<file path="src/design/cdq_pkg.sv">
// ----------------------------------------------------------------------------
// cdq_pkg
// Shared types and constants of the circular deque core.
// ----------------------------------------------------------------------------
package cdq_pkg;

  localparam int DATA_W = 32;
  localparam int OCC_W  = 4;
  localparam int CMD_W  = 2;
  localparam int STS_W  = 2;

  // Command codes carried on in_tuser.
  typedef enum logic [CMD_W-1:0] {
    CMD_PUSH_FRONT = 2'd0,
    CMD_PUSH_REAR  = 2'd1,
    CMD_POP_FRONT  = 2'd2,
    CMD_POP_REAR   = 2'd3
  } cmd_t;

  // Result status codes carried on out_tuser.
  localparam logic [STS_W-1:0] ST_DONE  = 2'd0;
  localparam logic [STS_W-1:0] ST_FULL  = 2'd1;
  localparam logic [STS_W-1:0] ST_EMPTY = 2'd2;

  // Commands from the controller to the datapath.
  typedef struct packed {
    logic capture;   // latch the incoming beat
    logic exec;      // update pointers, count and storage
    logic load_out;  // move the result into the output register
  } dp_cmd_t;

endpackage

</file>
<file path="src/design/cdq_ram.sv">
// ----------------------------------------------------------------------------
// cdq_ram
// Generic single-write, single-read RAM with a registered read port.
// ----------------------------------------------------------------------------
module cdq_ram #(
  parameter int WIDTH = 32,
  parameter int DEPTH = 8
) (
  input  logic                     clk,
  input  logic                     we,
  input  logic [$clog2(DEPTH)-1:0] waddr,
  input  logic [WIDTH-1:0]         wdata,
  input  logic                     re,
  input  logic [$clog2(DEPTH)-1:0] raddr,
  output logic [WIDTH-1:0]         rdata
);

  logic [WIDTH-1:0] mem [DEPTH];
  logic [WIDTH-1:0] rdata_r;

  always_ff @(posedge clk) begin
    if (we) begin
      mem[waddr] <= wdata;
    end
    if (re) begin
      rdata_r <= mem[raddr];
    end
  end

  assign rdata = rdata_r;

endmodule

</file>
<file path="src/design/cdq_ctrl.sv">
// ----------------------------------------------------------------------------
// cdq_ctrl
// Sequencer of the deque: takes a beat, executes it, then hands the result
// to the output register.
// ----------------------------------------------------------------------------
module cdq_ctrl
  import cdq_pkg::*;
(
  input  logic    clk,
  input  logic    rst_n,
  input  logic    in_tvalid,
  output logic    in_tready,
  output logic    out_tvalid,
  input  logic    out_tready,
  output dp_cmd_t dp_cmd
);

  typedef enum logic [1:0] {
    S_IDLE,
    S_EXEC,
    S_LOAD
  } state_t;

  state_t state_r, state_nxt;
  logic   out_valid_r, out_valid_nxt;
  logic   out_free;

  assign out_free = !out_valid_r || out_tready;

  always_comb begin
    state_nxt   = state_r;
    in_tready   = 1'b0;
    dp_cmd      = '0;
    case (state_r)
      S_IDLE: begin
        in_tready = 1'b1;
        if (in_tvalid) begin
          dp_cmd.capture = 1'b1;
          state_nxt      = S_EXEC;
        end
      end
      S_EXEC: begin
        dp_cmd.exec = 1'b1;
        state_nxt   = S_LOAD;
      end
      S_LOAD: begin
        // The next beat may enter as the result leaves.
        if (out_free) begin
          dp_cmd.load_out = 1'b1;
          in_tready       = 1'b1;
          if (in_tvalid) begin
            dp_cmd.capture = 1'b1;
            state_nxt      = S_EXEC;
          end else begin
            state_nxt = S_IDLE;
          end
        end
      end
      default: state_nxt = S_IDLE;
    endcase
    out_valid_nxt = dp_cmd.load_out ? 1'b1 : (out_tready ? 1'b0 : out_valid_r);
  end

  always_ff @(posedge clk) begin
    if (!rst_n) begin
      state_r     <= S_IDLE;
      out_valid_r <= 1'b0;
    end else begin
      state_r     <= state_nxt;
      out_valid_r <= out_valid_nxt;
    end
  end

  assign out_tvalid = out_valid_r;

endmodule

</file>
<file path="src/design/cdq_dp.sv">
// ----------------------------------------------------------------------------
// cdq_dp
// Datapath of the deque: ring pointers, element count, slot storage and the
// result register.
// ----------------------------------------------------------------------------
module cdq_dp
  import cdq_pkg::*;
#(
  parameter int DEPTH = 8
) (
  input  logic              clk,
  input  logic              rst_n,
  input  dp_cmd_t           dp_cmd,
  input  logic [CMD_W-1:0]  cmd_in,
  input  logic [DATA_W-1:0] value_in,
  output logic [DATA_W-1:0] popped_value,
  output logic [STS_W-1:0]  status,
  output logic [OCC_W-1:0]  occupancy
);

  localparam int AW = $clog2(DEPTH);
  localparam int CW = $clog2(DEPTH + 1);
  localparam logic [AW-1:0] LAST_SLOT = AW'(DEPTH - 1);
  localparam logic [CW-1:0] FULL_CNT  = CW'(DEPTH);

  logic [CMD_W-1:0]  cmd_r;
  logic [DATA_W-1:0] val_r;
  logic [AW-1:0]     head_r, head_nxt;
  logic [AW-1:0]     tail_r, tail_nxt;
  logic [CW-1:0]     count_r, count_nxt;
  logic [STS_W-1:0]  res_sts_r, res_sts_nxt;
  logic              res_pop_r, res_pop_nxt;
  logic [DATA_W-1:0] popped_r;
  logic [STS_W-1:0]  status_r;
  logic [OCC_W-1:0]  occ_r;

  logic              we, re;
  logic [AW-1:0]     waddr, raddr;
  logic [DATA_W-1:0] rdata;

  logic          is_push, is_front, full, empty;
  logic [AW-1:0] head_inc, head_dec, tail_inc, tail_dec;

  assign is_push  = (cmd_r == CMD_PUSH_FRONT) || (cmd_r == CMD_PUSH_REAR);
  assign is_front = (cmd_r == CMD_PUSH_FRONT) || (cmd_r == CMD_POP_FRONT);
  assign full     = (count_r == FULL_CNT);
  assign empty    = (count_r == '0);

  assign head_inc = (head_r == LAST_SLOT) ? '0 : head_r + AW'(1);
  assign head_dec = (head_r == '0) ? LAST_SLOT : head_r - AW'(1);
  assign tail_inc = (tail_r == LAST_SLOT) ? '0 : tail_r + AW'(1);
  assign tail_dec = (tail_r == '0) ? LAST_SLOT : tail_r - AW'(1);

  always_comb begin
    head_nxt    = head_r;
    tail_nxt    = tail_r;
    count_nxt   = count_r;
    res_sts_nxt = res_sts_r;
    res_pop_nxt = res_pop_r;
    we          = 1'b0;
    re          = 1'b0;
    waddr       = '0;
    raddr       = is_front ? head_r : tail_r;
    if (dp_cmd.exec) begin
      res_sts_nxt = ST_DONE;
      res_pop_nxt = 1'b0;
      if (is_push) begin
        if (full) begin
          res_sts_nxt = ST_FULL;
        end else begin
          we        = 1'b1;
          count_nxt = count_r + CW'(1);
          if (empty) begin
            // First element always lands in slot zero.
            head_nxt = '0;
            tail_nxt = '0;
            waddr    = '0;
          end else if (is_front) begin
            head_nxt = head_dec;
            waddr    = head_dec;
          end else begin
            tail_nxt = tail_inc;
            waddr    = tail_inc;
          end
        end
      end else begin
        if (empty) begin
          res_sts_nxt = ST_EMPTY;
        end else begin
          re          = 1'b1;
          res_pop_nxt = 1'b1;
          count_nxt   = count_r - CW'(1);
          if (is_front) begin
            head_nxt = head_inc;
          end else begin
            tail_nxt = tail_dec;
          end
          // Removing the last element rewinds both pointers.
          if (count_r == CW'(1)) begin
            head_nxt = '0;
            tail_nxt = '0;
          end
        end
      end
    end
  end

  always_ff @(posedge clk) begin
    if (!rst_n) begin
      head_r  <= '0;
      tail_r  <= '0;
      count_r <= '0;
    end else begin
      head_r  <= head_nxt;
      tail_r  <= tail_nxt;
      count_r <= count_nxt;
    end
  end

  always_ff @(posedge clk) begin
    res_sts_r <= res_sts_nxt;
    res_pop_r <= res_pop_nxt;
    if (dp_cmd.capture) begin
      cmd_r <= cmd_in;
      val_r <= value_in;
    end
    if (dp_cmd.load_out) begin
      popped_r <= res_pop_r ? rdata : '0;
      status_r <= res_sts_r;
      occ_r    <= OCC_W'(count_r);
    end
  end

  cdq_ram #(
    .WIDTH(DATA_W),
    .DEPTH(DEPTH)
  ) u_ram (
    .clk  (clk),
    .we   (we),
    .waddr(waddr),
    .wdata(val_r),
    .re   (re),
    .raddr(raddr),
    .rdata(rdata)
  );

  assign popped_value = popped_r;
  assign status       = status_r;
  assign occupancy    = occ_r;

endmodule

</file>
<file path="src/design/circular_deque_core.sv">
// ----------------------------------------------------------------------------
// circular_deque_core
// Ring double-ended queue of DEPTH signed 32-bit values.
// ----------------------------------------------------------------------------
// Each input beat carries a command on in_tuser (push front, push rear,
// pop front, pop rear) and a push value on in_tdata. Every command yields
// exactly one output beat: the popped value (zero unless a pop succeeded)
// and the occupancy after the command on out_tdata, and the status (done,
// refused because full or empty) on out_tuser. Refused commands change nothing.
// An accepted beat is first captured, then executed, which updates the
// pointers and issues the slot read, then its result is loaded from the
// registered read port of the slot RAM into the registered output. The
// core takes no new beat until the last one's result is loaded.
// A finished result sits in the output register; the next beat is taken in
// the same cycle the result is loaded, so while the receiver stalls one
// more command can be executed and hold its result behind the output
// register. in_tready then stays low until out_tready frees the register.
// Reset (rst_n low, synchronous) empties the deque and drops any pending
// result; the slot storage itself is not cleared.
// ----------------------------------------------------------------------------
module circular_deque_core
  import cdq_pkg::*;
#(
  parameter int DEPTH = 8
) (
  input  logic        clk,
  input  logic        rst_n,
  // Input channel.
  input  logic        in_tvalid,
  output logic        in_tready,
  input  logic [31:0] in_tdata,   // [31:0] push_value
  input  logic [1:0]  in_tuser,   // [1:0] command
  // Result channel.
  output logic        out_tvalid,
  input  logic        out_tready,
  output logic [39:0] out_tdata,  // [31:0] popped_value, [35:32] occupancy, rest zero
  output logic [1:0]  out_tuser   // [1:0] status
);

  dp_cmd_t           dp_cmd;
  logic [DATA_W-1:0] popped_value;
  logic [OCC_W-1:0]  occupancy;

  cdq_ctrl u_ctrl (
    .clk       (clk),
    .rst_n     (rst_n),
    .in_tvalid (in_tvalid),
    .in_tready (in_tready),
    .out_tvalid(out_tvalid),
    .out_tready(out_tready),
    .dp_cmd    (dp_cmd)
  );

  cdq_dp #(
    .DEPTH(DEPTH)
  ) u_dp (
    .clk         (clk),
    .rst_n       (rst_n),
    .dp_cmd      (dp_cmd),
    .cmd_in      (in_tuser),
    .value_in    (in_tdata),
    .popped_value(popped_value),
    .status      (out_tuser),
    .occupancy   (occupancy)
  );

  assign out_tdata = {4'b0000, occupancy, popped_value};

  // A beat just taken is still being executed, so no second beat follows
  // in the very next cycle.
  a_one_in_flight: assert property (@(posedge clk) disable iff (!rst_n)
    (in_tvalid && in_tready) |=> !in_tready)
    else $error("input accepted in consecutive cycles");

  // A refused pop means the deque was empty: nothing popped, nothing held.
  a_empty_result: assert property (@(posedge clk) disable iff (!rst_n)
    (out_tvalid && out_tuser == ST_EMPTY) |->
      (out_tdata[31:0] == 32'd0 && out_tdata[35:32] == 4'd0))
    else $error("empty refusal with nonzero value or occupancy");

  // A refused push means the deque was full.
  a_full_result: assert property (@(posedge clk) disable iff (!rst_n)
    (out_tvalid && out_tuser == ST_FULL) |->
      (out_tdata[31:0] == 32'd0 && out_tdata[35:32] == OCC_W'(DEPTH)))
    else $error("full refusal with wrong value or occupancy");

endmodule

</file>
<file path="config.mk">
export PLATFORM = sky130hd
export DESIGN_NAME = circular_deque_core
export DESIGN_NICKNAME = d
export VERILOG_FILES = /design/src/design/cdq_pkg.sv /design/src/design/cdq_ram.sv /design/src/design/cdq_ctrl.sv /design/src/design/cdq_dp.sv /design/src/design/circular_deque_core.sv
export SDC_FILE = /design/constraint.sdc
export NUM_CORES = 1
export LEC_CHECK = 0
export BUFFER_PORTS_ARGS = -buffer_cell sky130_fd_sc_hd__buf_2
export CORE_MARGIN = 4
export CORE_UTILIZATION = 55
export DETAILED_ROUTE_END_ITERATION = 8
export PLACE_DENSITY_LB_ADDON = 0.3
export REMOVE_ABC_BUFFERS = 1
export SKIP_LAST_GASP = 1
export SYNTH_ARGS = -nofsm -noshare
export SYNTH_HDL_FRONTEND = slang
export SYNTH_SLANG_ARGS = --single-unit
</file>
<file path="constraint.sdc">
create_clock -name clk -period 4.1 [get_ports clk]
set_input_delay 0.205 -clock clk [delete_from_list [all_inputs] [get_ports clk]]
set_output_delay 0.205 -clock clk [all_outputs]
set_load 0.005 [all_outputs]
</file>
== Yosys cells after proc, flatten, opt, wreduce, memory -nomap -nowiden ==
Memory sizes are Yosys's and may differ from the RTL's. A register that Yosys moved wholly into a read port is not among the register bits.
Index checks and enable logic that the tools add are counted.
Widths: inputs -> output; s select.

* Reduce and logical (&&, ||, !) cells: 15
* Eq/ne operators: 15
* $add $sub $neg: 6
* Mux-type cells: 51

{| class="wikitable"
|+ Operators with widths
! cell !! number
|-
| $mux 3 || 24
|-
| $mux 1 || 17
|-
| $mux 4 || 3
|-
| $reduce_and 5->1 || 2
|-
| $mux 2 || 4
|-
| $add 3x1->3 const B || 2
|-
| $eq 3x3->1 const B || 2
|-
| $logic_not 3->1 || 2
|-
| $ne 3x3->1 const B || 2
|-
| $pmux 2 s3 || 1
|-
| $sub 3x1->3 const B || 2
|-
| $add 4x1->4 const B || 1
|-
| $eq 2x1->1 const B || 2
|-
| $eq 2x2->1 const B || 2
|-
| $eq 4x1->1 const B || 1
|-
| $eq 4x4->1 const B || 1
|-
| $logic_not 2->1 || 2
|-
| $logic_not 4->1 || 1
|-
| $ne 2x1->1 const B || 2
|-
| $ne 2x2->1 const B || 2
|-
| $pmux 1 s2 || 2
|-
| $sub 4x1->4 const B || 1
|-
| $logic_or 1x1->1 || 3
|-
| $ne 3x2->1 const B || 1
|-
| 5 further kinds || 5
|}

* Input port bits: 38
* Output and inout port bits: 44
* Memory bits (writable): 256
* Memories kept: 1
* Bits in registers: 88
* Word-level logic and storage cells: 100

{| class="wikitable"
|+ Memory list
! name !! depth !! bits a word !! read ports !! clocked after memory_dff !! write ports !! RTL line !! text
|-
| u_dp.u_ram.mem || 8 || 32 || 1 || 1 || 1 || cdq_ram.sv:18 || <nowiki>logic [WIDTH-1:0] mem [DEPTH];</nowiki>
|}

== Logic depth before layout (Yosys ltp) ==
* Word-level depth: 7
* Gate-level depth with buffers: 8
* Depth with buffers taken out: 6

== Modules after synthesis ==
A second synthesis with hierarchy kept.

* Cell total of the unflattened synthesis: 663
* Area, all modules: 14436.3 µm²

{| class="wikitable"
|+ By module, submodules not included
! module !! area each (µm²) !! seq. area each (µm²) !! cells an instance !! times used
|-
| cdq_ram || 10786.6 || 8648.3 || 415 || 1
|-
| cdq_dp || 3449.6 || 2452.4 || 227 || 1
|-
| cdq_ctrl || 166.4 || 60.1 || 16 || 1
|-
| circular_deque_core || 33.8 || 0.0 || 5 || 1
|}

== Worst setup path after synthesis ==
No wires, ideal clock.

* Path type: register to register
* From: reg u_dp.tail_r[0]
* To: mem u_dp.u_ram.mem[3][0], enable pin
* Setup slack: -61 ps
* Arrival time: 3700 ps
* Buffers on the path: 2
* Cell stages (with the launch flop): 8
* Data required time: 3639 ps
* Setup time: 461 ps
* Path through: dfxtp_1 > buf_2 > clkbuf_1 > inv_1 > ha_1 > nand2_1 > a21o_1 > nor3_1

* Longest elaborated chain between the ends: 7

{| class="wikitable"
|+ Ends and longest elaborated chain
! what !! RTL line !! text
|-
| start: declaration || cdq_dp.sv:29 || <nowiki>logic [AW-1:0] tail_r, tail_nxt;</nowiki>
|-
| start signal: assignment || cdq_dp.sv:115 || <nowiki>tail_r <= tail_nxt;</nowiki>
|-
| $add 3x1->3 / $eq 3x3->1 (equally long branches) || cdq_dp.sv:51 || <nowiki>assign tail_inc = (tail_r == LAST_SLOT) ? '0 : tail_r + AW'(1);</nowiki>
|-
| $mux 3 (*) || cdq_dp.sv:51 ||
|-
| $mux 3 (*) || cdq_dp.sv:78 || <nowiki>end else if (is_front) begin</nowiki>
|-
| $mux 3 (*) || cdq_dp.sv:73 || <nowiki>if (empty) begin</nowiki>
|-
| $mux 3 (*) || cdq_dp.sv:68 || <nowiki>if (full) begin</nowiki>
|-
| $mux 3 (*) || cdq_dp.sv:67 || <nowiki>if (is_push) begin</nowiki>
|-
| $mux 3 (*) || cdq_dp.sv:64 || <nowiki>if (dp_cmd.exec) begin</nowiki>
|-
| end: declaration || cdq_ram.sv:18 ||
|}

Every way passes the cells marked *; elsewhere a longest branch is shown, timed or not.

== Worst setup path in the final report ==
* From: reg u_dp.cmd_r[0]
* To: reg u_dp.u_ram.rdata_r[5] (netlist: u_dp.u_ram.rdata[5]), read port of u_dp.u_ram.mem (data pin)

* Longest elaborated chain between the ends: 4

{| class="wikitable"
|+ Ends and longest elaborated chain
! what !! RTL line !! text
|-
| start: declaration || cdq_dp.sv:26 || <nowiki>logic [CMD_W-1:0] cmd_r;</nowiki>
|-
| start signal: assignment || cdq_dp.sv:124 || <nowiki>cmd_r <= cmd_in;</nowiki>
|-
| $eq 2x1->1 / $logic_not 2->1 (equally long branches) || cdq_dp.sv:44, cdq_dp.sv:45 ||
|-
| $logic_or 1x1->1 || cdq_dp.sv:44 || <nowiki>assign is_push = (cmd_r == CMD_PUSH_FRONT) || (cmd_r == CMD_PUSH_REAR);</nowiki>
|-
| $mux 1 || cdq_dp.sv:67 ||
|-
| $mux 1 || cdq_dp.sv:64 ||
|-
| end: declaration || cdq_ram.sv:19 || <nowiki>logic [WIDTH-1:0] rdata_r;</nowiki>
|}

Parallel ways exist; a longest one is shown, timed or not.
A chain may end at the register's enable or synchronous reset.

==> load_flow_metrics.sql <==
INSERT INTO impl_metrics (metric_group, metric, value, unit) VALUES
('sta', 'rsz0062_at_grt', 'no', ''),
('grt', 'grt_overflow', '0', ''),
('synth', 'syn_area_per_cell', '15.1', 'µm²'),
('routing', 'detail_route.wl_per_cell', '19.9', 'µm'),
('synth', 'synth_compound_area_frac', '0.0996', ''),
('floorplan', 'die_width', '175', 'µm'),
('worst_hold_path', 'holdCritPathClass', 'in -> reg', ''),
('clock_tree', 'cts_htree_levels', '2', ''),
('placement', 'post-place-cells', '1425', ''),
('synth', 'combinational_family_with_the_most_area_after_synthesis', 'compound AO/OA/AOI/OAI gates', ''),
('sta', 'setup_viol', '0', ''),
('routing', 'ant_nets', '0', ''),
('cells_and_area', 'area_growth', '15.2', '%'),
('placement', 'place_congestion', '0.830', ''),
('worst_setup_path', 'r2r-end', 'u_dp.u_ram.rdata[5]', ''),
('power_and_ir_drop', 'power.density', '462', 'nW/µm²'),
('clock_tree', 'clockRootBuffer', 'sky130_fd_sc_hd__clkbuf_16', ''),
('synth', 'synth_edf_count', '363', ''),
('routing', 'first_iter_violations', '737', ''),
('cells_and_area', 'fillers', '1946', ''),
('worst_setup_path', 'critical_path.max_stage_delay', '0.82', 'ns'),
('power_and_ir_drop', 'power.static_leakage', '6.35', 'nW'),
('synth', 'most_used_flip_flop_cell_after_synthesis', 'sky130_fd_sc_hd__edfxtp_1', ''),
('grt', 'grt_max_degree', '67', ''),
('cells_and_area', 'finish.net_count', '1179', ''),
('worst_setup_path', 'critical_path_peak_fanout', '33', ''),
('placement', 'hpwlAfterDp', '16900', 'µm'),
('worst_setup_path', 'worstSetupEndpointType', 'flop', ''),
('sta', 'final_period_minus_worst_setup_slack', '3.01', 'ns'),
('worst_setup_path', 'crit-reg2reg-launch', 'u_dp.cmd_r[0]', ''),
('clock_tree', 'post_cts.repair.setup_buffers', '0', ''),
('clock_tree', 'cts_tree', 'built', ''),
('status', 'run_status', 'completed', ''),
('worst_setup_path', 'r2r_setup_slack', '1.09', 'ns'),
('grt', 'antenna_found_initial', '0', ''),
('sta', 'finalMaxSlewViolations', '0', ''),
('sta', 'fin_ws', '1.09', 'ns'),
('clock_tree', 'register_clock_pin_slew_on_the_reported_worst_setup_and_hold_paths', '0.06', 'ns'),
('floorplan', 'core', '27200', 'µm²'),
('sta', 'skew', '0.0137', 'ns'),
('routing', 'drt_pass1_iterations', '7', ''),
('run', 'maxCapViolCount', '0', ''),
('worst_setup_path', 'worst_setup_path_start_kind', 'flop', ''),
('cells_and_area', 'n_antenna_cell', '0', ''),
('cells_and_area', 'finish.cell_count_without_fillers', '1526', ''),
('routing', 'num_vias', '8716', ''),
('worst_setup_path', 'worst-endpoint-required', '4.35', 'ns'),
('synth', 'adder_cell_share_of_the_synthesized_area', '0.00899', ''),
('floorplan', 'start_util', '0.563', ''),
('clock_tree', 'later_pin_clock_latency_in_the_skew_report', '0.52', 'ns'),
('worst_setup_path', 'path_class', 'reg -> reg', ''),
('floorplan', 'fp-row-count', '60', ''),
('synth', 'synthesis.yosys.warnings', '0', ''),
('worst_setup_path', 'cell_depth_of_the_worst_flop_to_flop_path', '5', ''),
('sta', 'final_min_period_over_clock_period', '0.735', ''),
('clock_tree', 'cts_inserted_buffers', '38', ''),
('routing', 'wirelength', '30300', 'µm'),
('grt', 'track_usage', '0.197', ''),
('worst_setup_path', 'critPathArrivalTime', '3.27', 'ns'),
('synth', 'synthXorXnorAreaFrac', '0.00286', ''),
('grt', 'wire_length_of_the_first_global_routing_pass', '47300', 'µm'),
('floorplan', 'chipHeight', '175', 'µm'),
('sta', 'slew_headroom', '0.309', ''),
('clock_tree', 'clk_path_buf_depth', '3', ''),
('cells_and_area', 'layout-drive-gt1-share', '0.150', ''),
('synth', 'synth_simple_gate_area_share', '0.0872', ''),
('routing', 'post-route-drc-count', '0', ''),
('placement', 'pre_cts_ws', '1.07', 'ns'),
('routing', 'per_cell_via_count_in_the_routed_design', '5.71', ''),
('clock_tree', 'clock_sinks', '376', ''),
('worst_setup_path', 'critical-path-slowest-cell', 'sky130_fd_sc_hd__a21o_1', '');
-- flip-flops by register name, summed over array words and instances, names as in the netlist --
name and count:
u_dp.val_r 32, u_ctrl.state_r 2, u_dp.u_ram.mem 256, u_ctrl.out_tvalid 1
u_dp.head_r 3, u_dp.status 2, u_dp.res_sts_r 2, u_dp.tail_r 3
u_dp.u_ram.rdata 32, u_dp.cmd_r 2, u_dp.res_pop_r 1, u_dp.count_r 4
u_dp.occupancy 4, u_dp.popped_value 32
-- layout by cell type (no fill, tap or decap), types with 33 or more instances in the layout --
master / synthesis / routed
sky130_fd_sc_hd__a21oi_1: 46 / 45
sky130_fd_sc_hd__buf_2: 15 / 77
sky130_fd_sc_hd__clkbuf_16: 0 / 39
sky130_fd_sc_hd__dlygate4sd3_1: 0 / 37
sky130_fd_sc_hd__edfxtp_1: 363 / 363
sky130_fd_sc_hd__mux2i_1: 66 / 65
sky130_fd_sc_hd__nand2b_1: 39 / 38
sky130_fd_sc_hd__nor2_1: 81 / 74
sky130_fd_sc_hd__nor2b_1: 67 / 67
sky130_fd_sc_hd__o22ai_1: 66 / 66
sky130_fd_sc_hd__o31ai_1: 33 / 33
-- critical path: cells and delay by family, from the launching register on --
family | cells | cell delay, ns
buf+inv | 1 | 0.36
flops | 1 | 0.72
mux | 1 | 0.59
compound gates | 3 | 1.08
-- Yosys cell counts (2+ instances only) --
| cell | instances | share of area |
|---|---|---|
| sky130_fd_sc_hd__o2111ai_1 | 2 | 0.0011 |
| sky130_fd_sc_hd__buf_6 | 11 | 0.0081 |
| sky130_fd_sc_hd__a211oi_1 | 3 | 0.0015 |
| sky130_fd_sc_hd__nor3b_1 | 2 | 0.00098 |
| sky130_fd_sc_hd__and2_1 | 33 | 0.013 |
| sky130_fd_sc_hd__dfxtp_1 | 13 | 0.017 |
| sky130_fd_sc_hd__o22ai_1 | 66 | 0.027 |
| sky130_fd_sc_hd__xnor2_1 | 4 | 0.0023 |
| sky130_fd_sc_hd__a32oi_1 | 2 | 0.0011 |
| sky130_fd_sc_hd__mux2i_1 | 66 | 0.043 |
| sky130_fd_sc_hd__nor2b_1 | 67 | 0.027 |
| sky130_fd_sc_hd__clkbuf_1 | 32 | 0.0078 |
| sky130_fd_sc_hd__a311oi_1 | 4 | 0.0023 |
| sky130_fd_sc_hd__nand2b_1 | 39 | 0.016 |
| sky130_fd_sc_hd__a21oi_1 | 46 | 0.015 |
| sky130_fd_sc_hd__nor3_1 | 9 | 0.0029 |
| sky130_fd_sc_hd__buf_2 | 15 | 0.0049 |
| sky130_fd_sc_hd__buf_4 | 8 | 0.0039 |
| sky130_fd_sc_hd__o21ai_0 | 32 | 0.010 |
| sky130_fd_sc_hd__o22a_1 | 32 | 0.018 |
| sky130_fd_sc_hd__inv_1 | 9 | 0.0022 |
| sky130_fd_sc_hd__a21o_1 | 5 | 0.0025 |
| sky130_fd_sc_hd__ha_1 | 11 | 0.0090 |
| sky130_fd_sc_hd__nor2_1 | 81 | 0.020 |
| sky130_fd_sc_hd__nand2_1 | 7 | 0.0017 |
| sky130_fd_sc_hd__or2_2 | 3 | 0.0012 |
| sky130_fd_sc_hd__a22oi_1 | 2 | 0.00098 |
| sky130_fd_sc_hd__edfxtp_1 | 363 | 0.71 |
| sky130_fd_sc_hd__o31ai_1 | 33 | 0.016 |
| sky130_fd_sc_hd__and3_1 | 3 | 0.0012 |
-- routing by layer --
| layer | routed length (µm) | part of all wire | GRT usage |
|---|---|---|---|
| met1 | 12900 | 0.42 | 0.271 |
| met2 | 14900 | 0.49 | 0.329 |
| met4 | 646 | 0.021 | 0.0556 |
| met5 | 0 | 0 | 0 |
| met3 | 1920 | 0.063 | 0.0312 |
-- power by group --
part | switching (mW) | total (mW) | internal (mW)
sequential | 0.0695 | 4.38 | 4.31
clock | 1.32 | 3.22 | 1.90
combinational | 0.323 | 0.545 | 0.222
-- timing repair --
action | CTS | global route
hold endpoints to repair | 36 | 0
resized for setup | 0 | 0
hold buffers | 37 | 0
-- final cells by class --
type                    instances  area, µm²  share of cell area
inverters                       9       33.8             0.00192
well taps                     372        465              0.0264
repair buffers                137        991              0.0562
multi-input cells             568       3830               0.217
flip-flops and latches        376      11200               0.633
clock buffers                  51       1040              0.0590
clock inverters                13        111             0.00631
-- how the worst min path moves through the flow --
stage,startpoint,to,slack (ns),depth (start not counted)
floorplan,in_tuser[0],u_dp.cmd_r[0],0.30,0
global placement,in_tdata[24],u_dp.val_r[24],0.38,1
detailed placement,in_tdata[24],u_dp.val_r[24],0.38,1
CTS,rst_n,u_dp.count_r[2],0.15,3
global route,rst_n,u_dp.count_r[2],0.18,3
finish,rst_n,u_dp.count_r[2],0.15,3
-- logic make-up after synthesis --
logic type               after synthesis
other                                  1
adder cells (fa/ha/maj)               11
buffers and inverters                 75
XOR/XNOR                               5
AO/OA/AOI/OAI                        232
AND/OR/NAND/NOR                      248
flip-flops                           376
multiplexers                          68
-- metrics by stage --
stage          hold slack (ns)  instance area (µm²)  TNS [ns]  total power [mW]
2_1_floorplan            0.304                14900   -224.18              4.80
6_report                 0.147                17600         0              8.14
4_1_cts                  0.150                17600         0              8.21
3_5_place_dp             0.383                16100         0              4.97
3_3_place_gp             0.381                16100         0              4.96
5_1_grt                  0.183                17600         0              8.43
No activity file was read; power rests on OpenSTA's default activity.
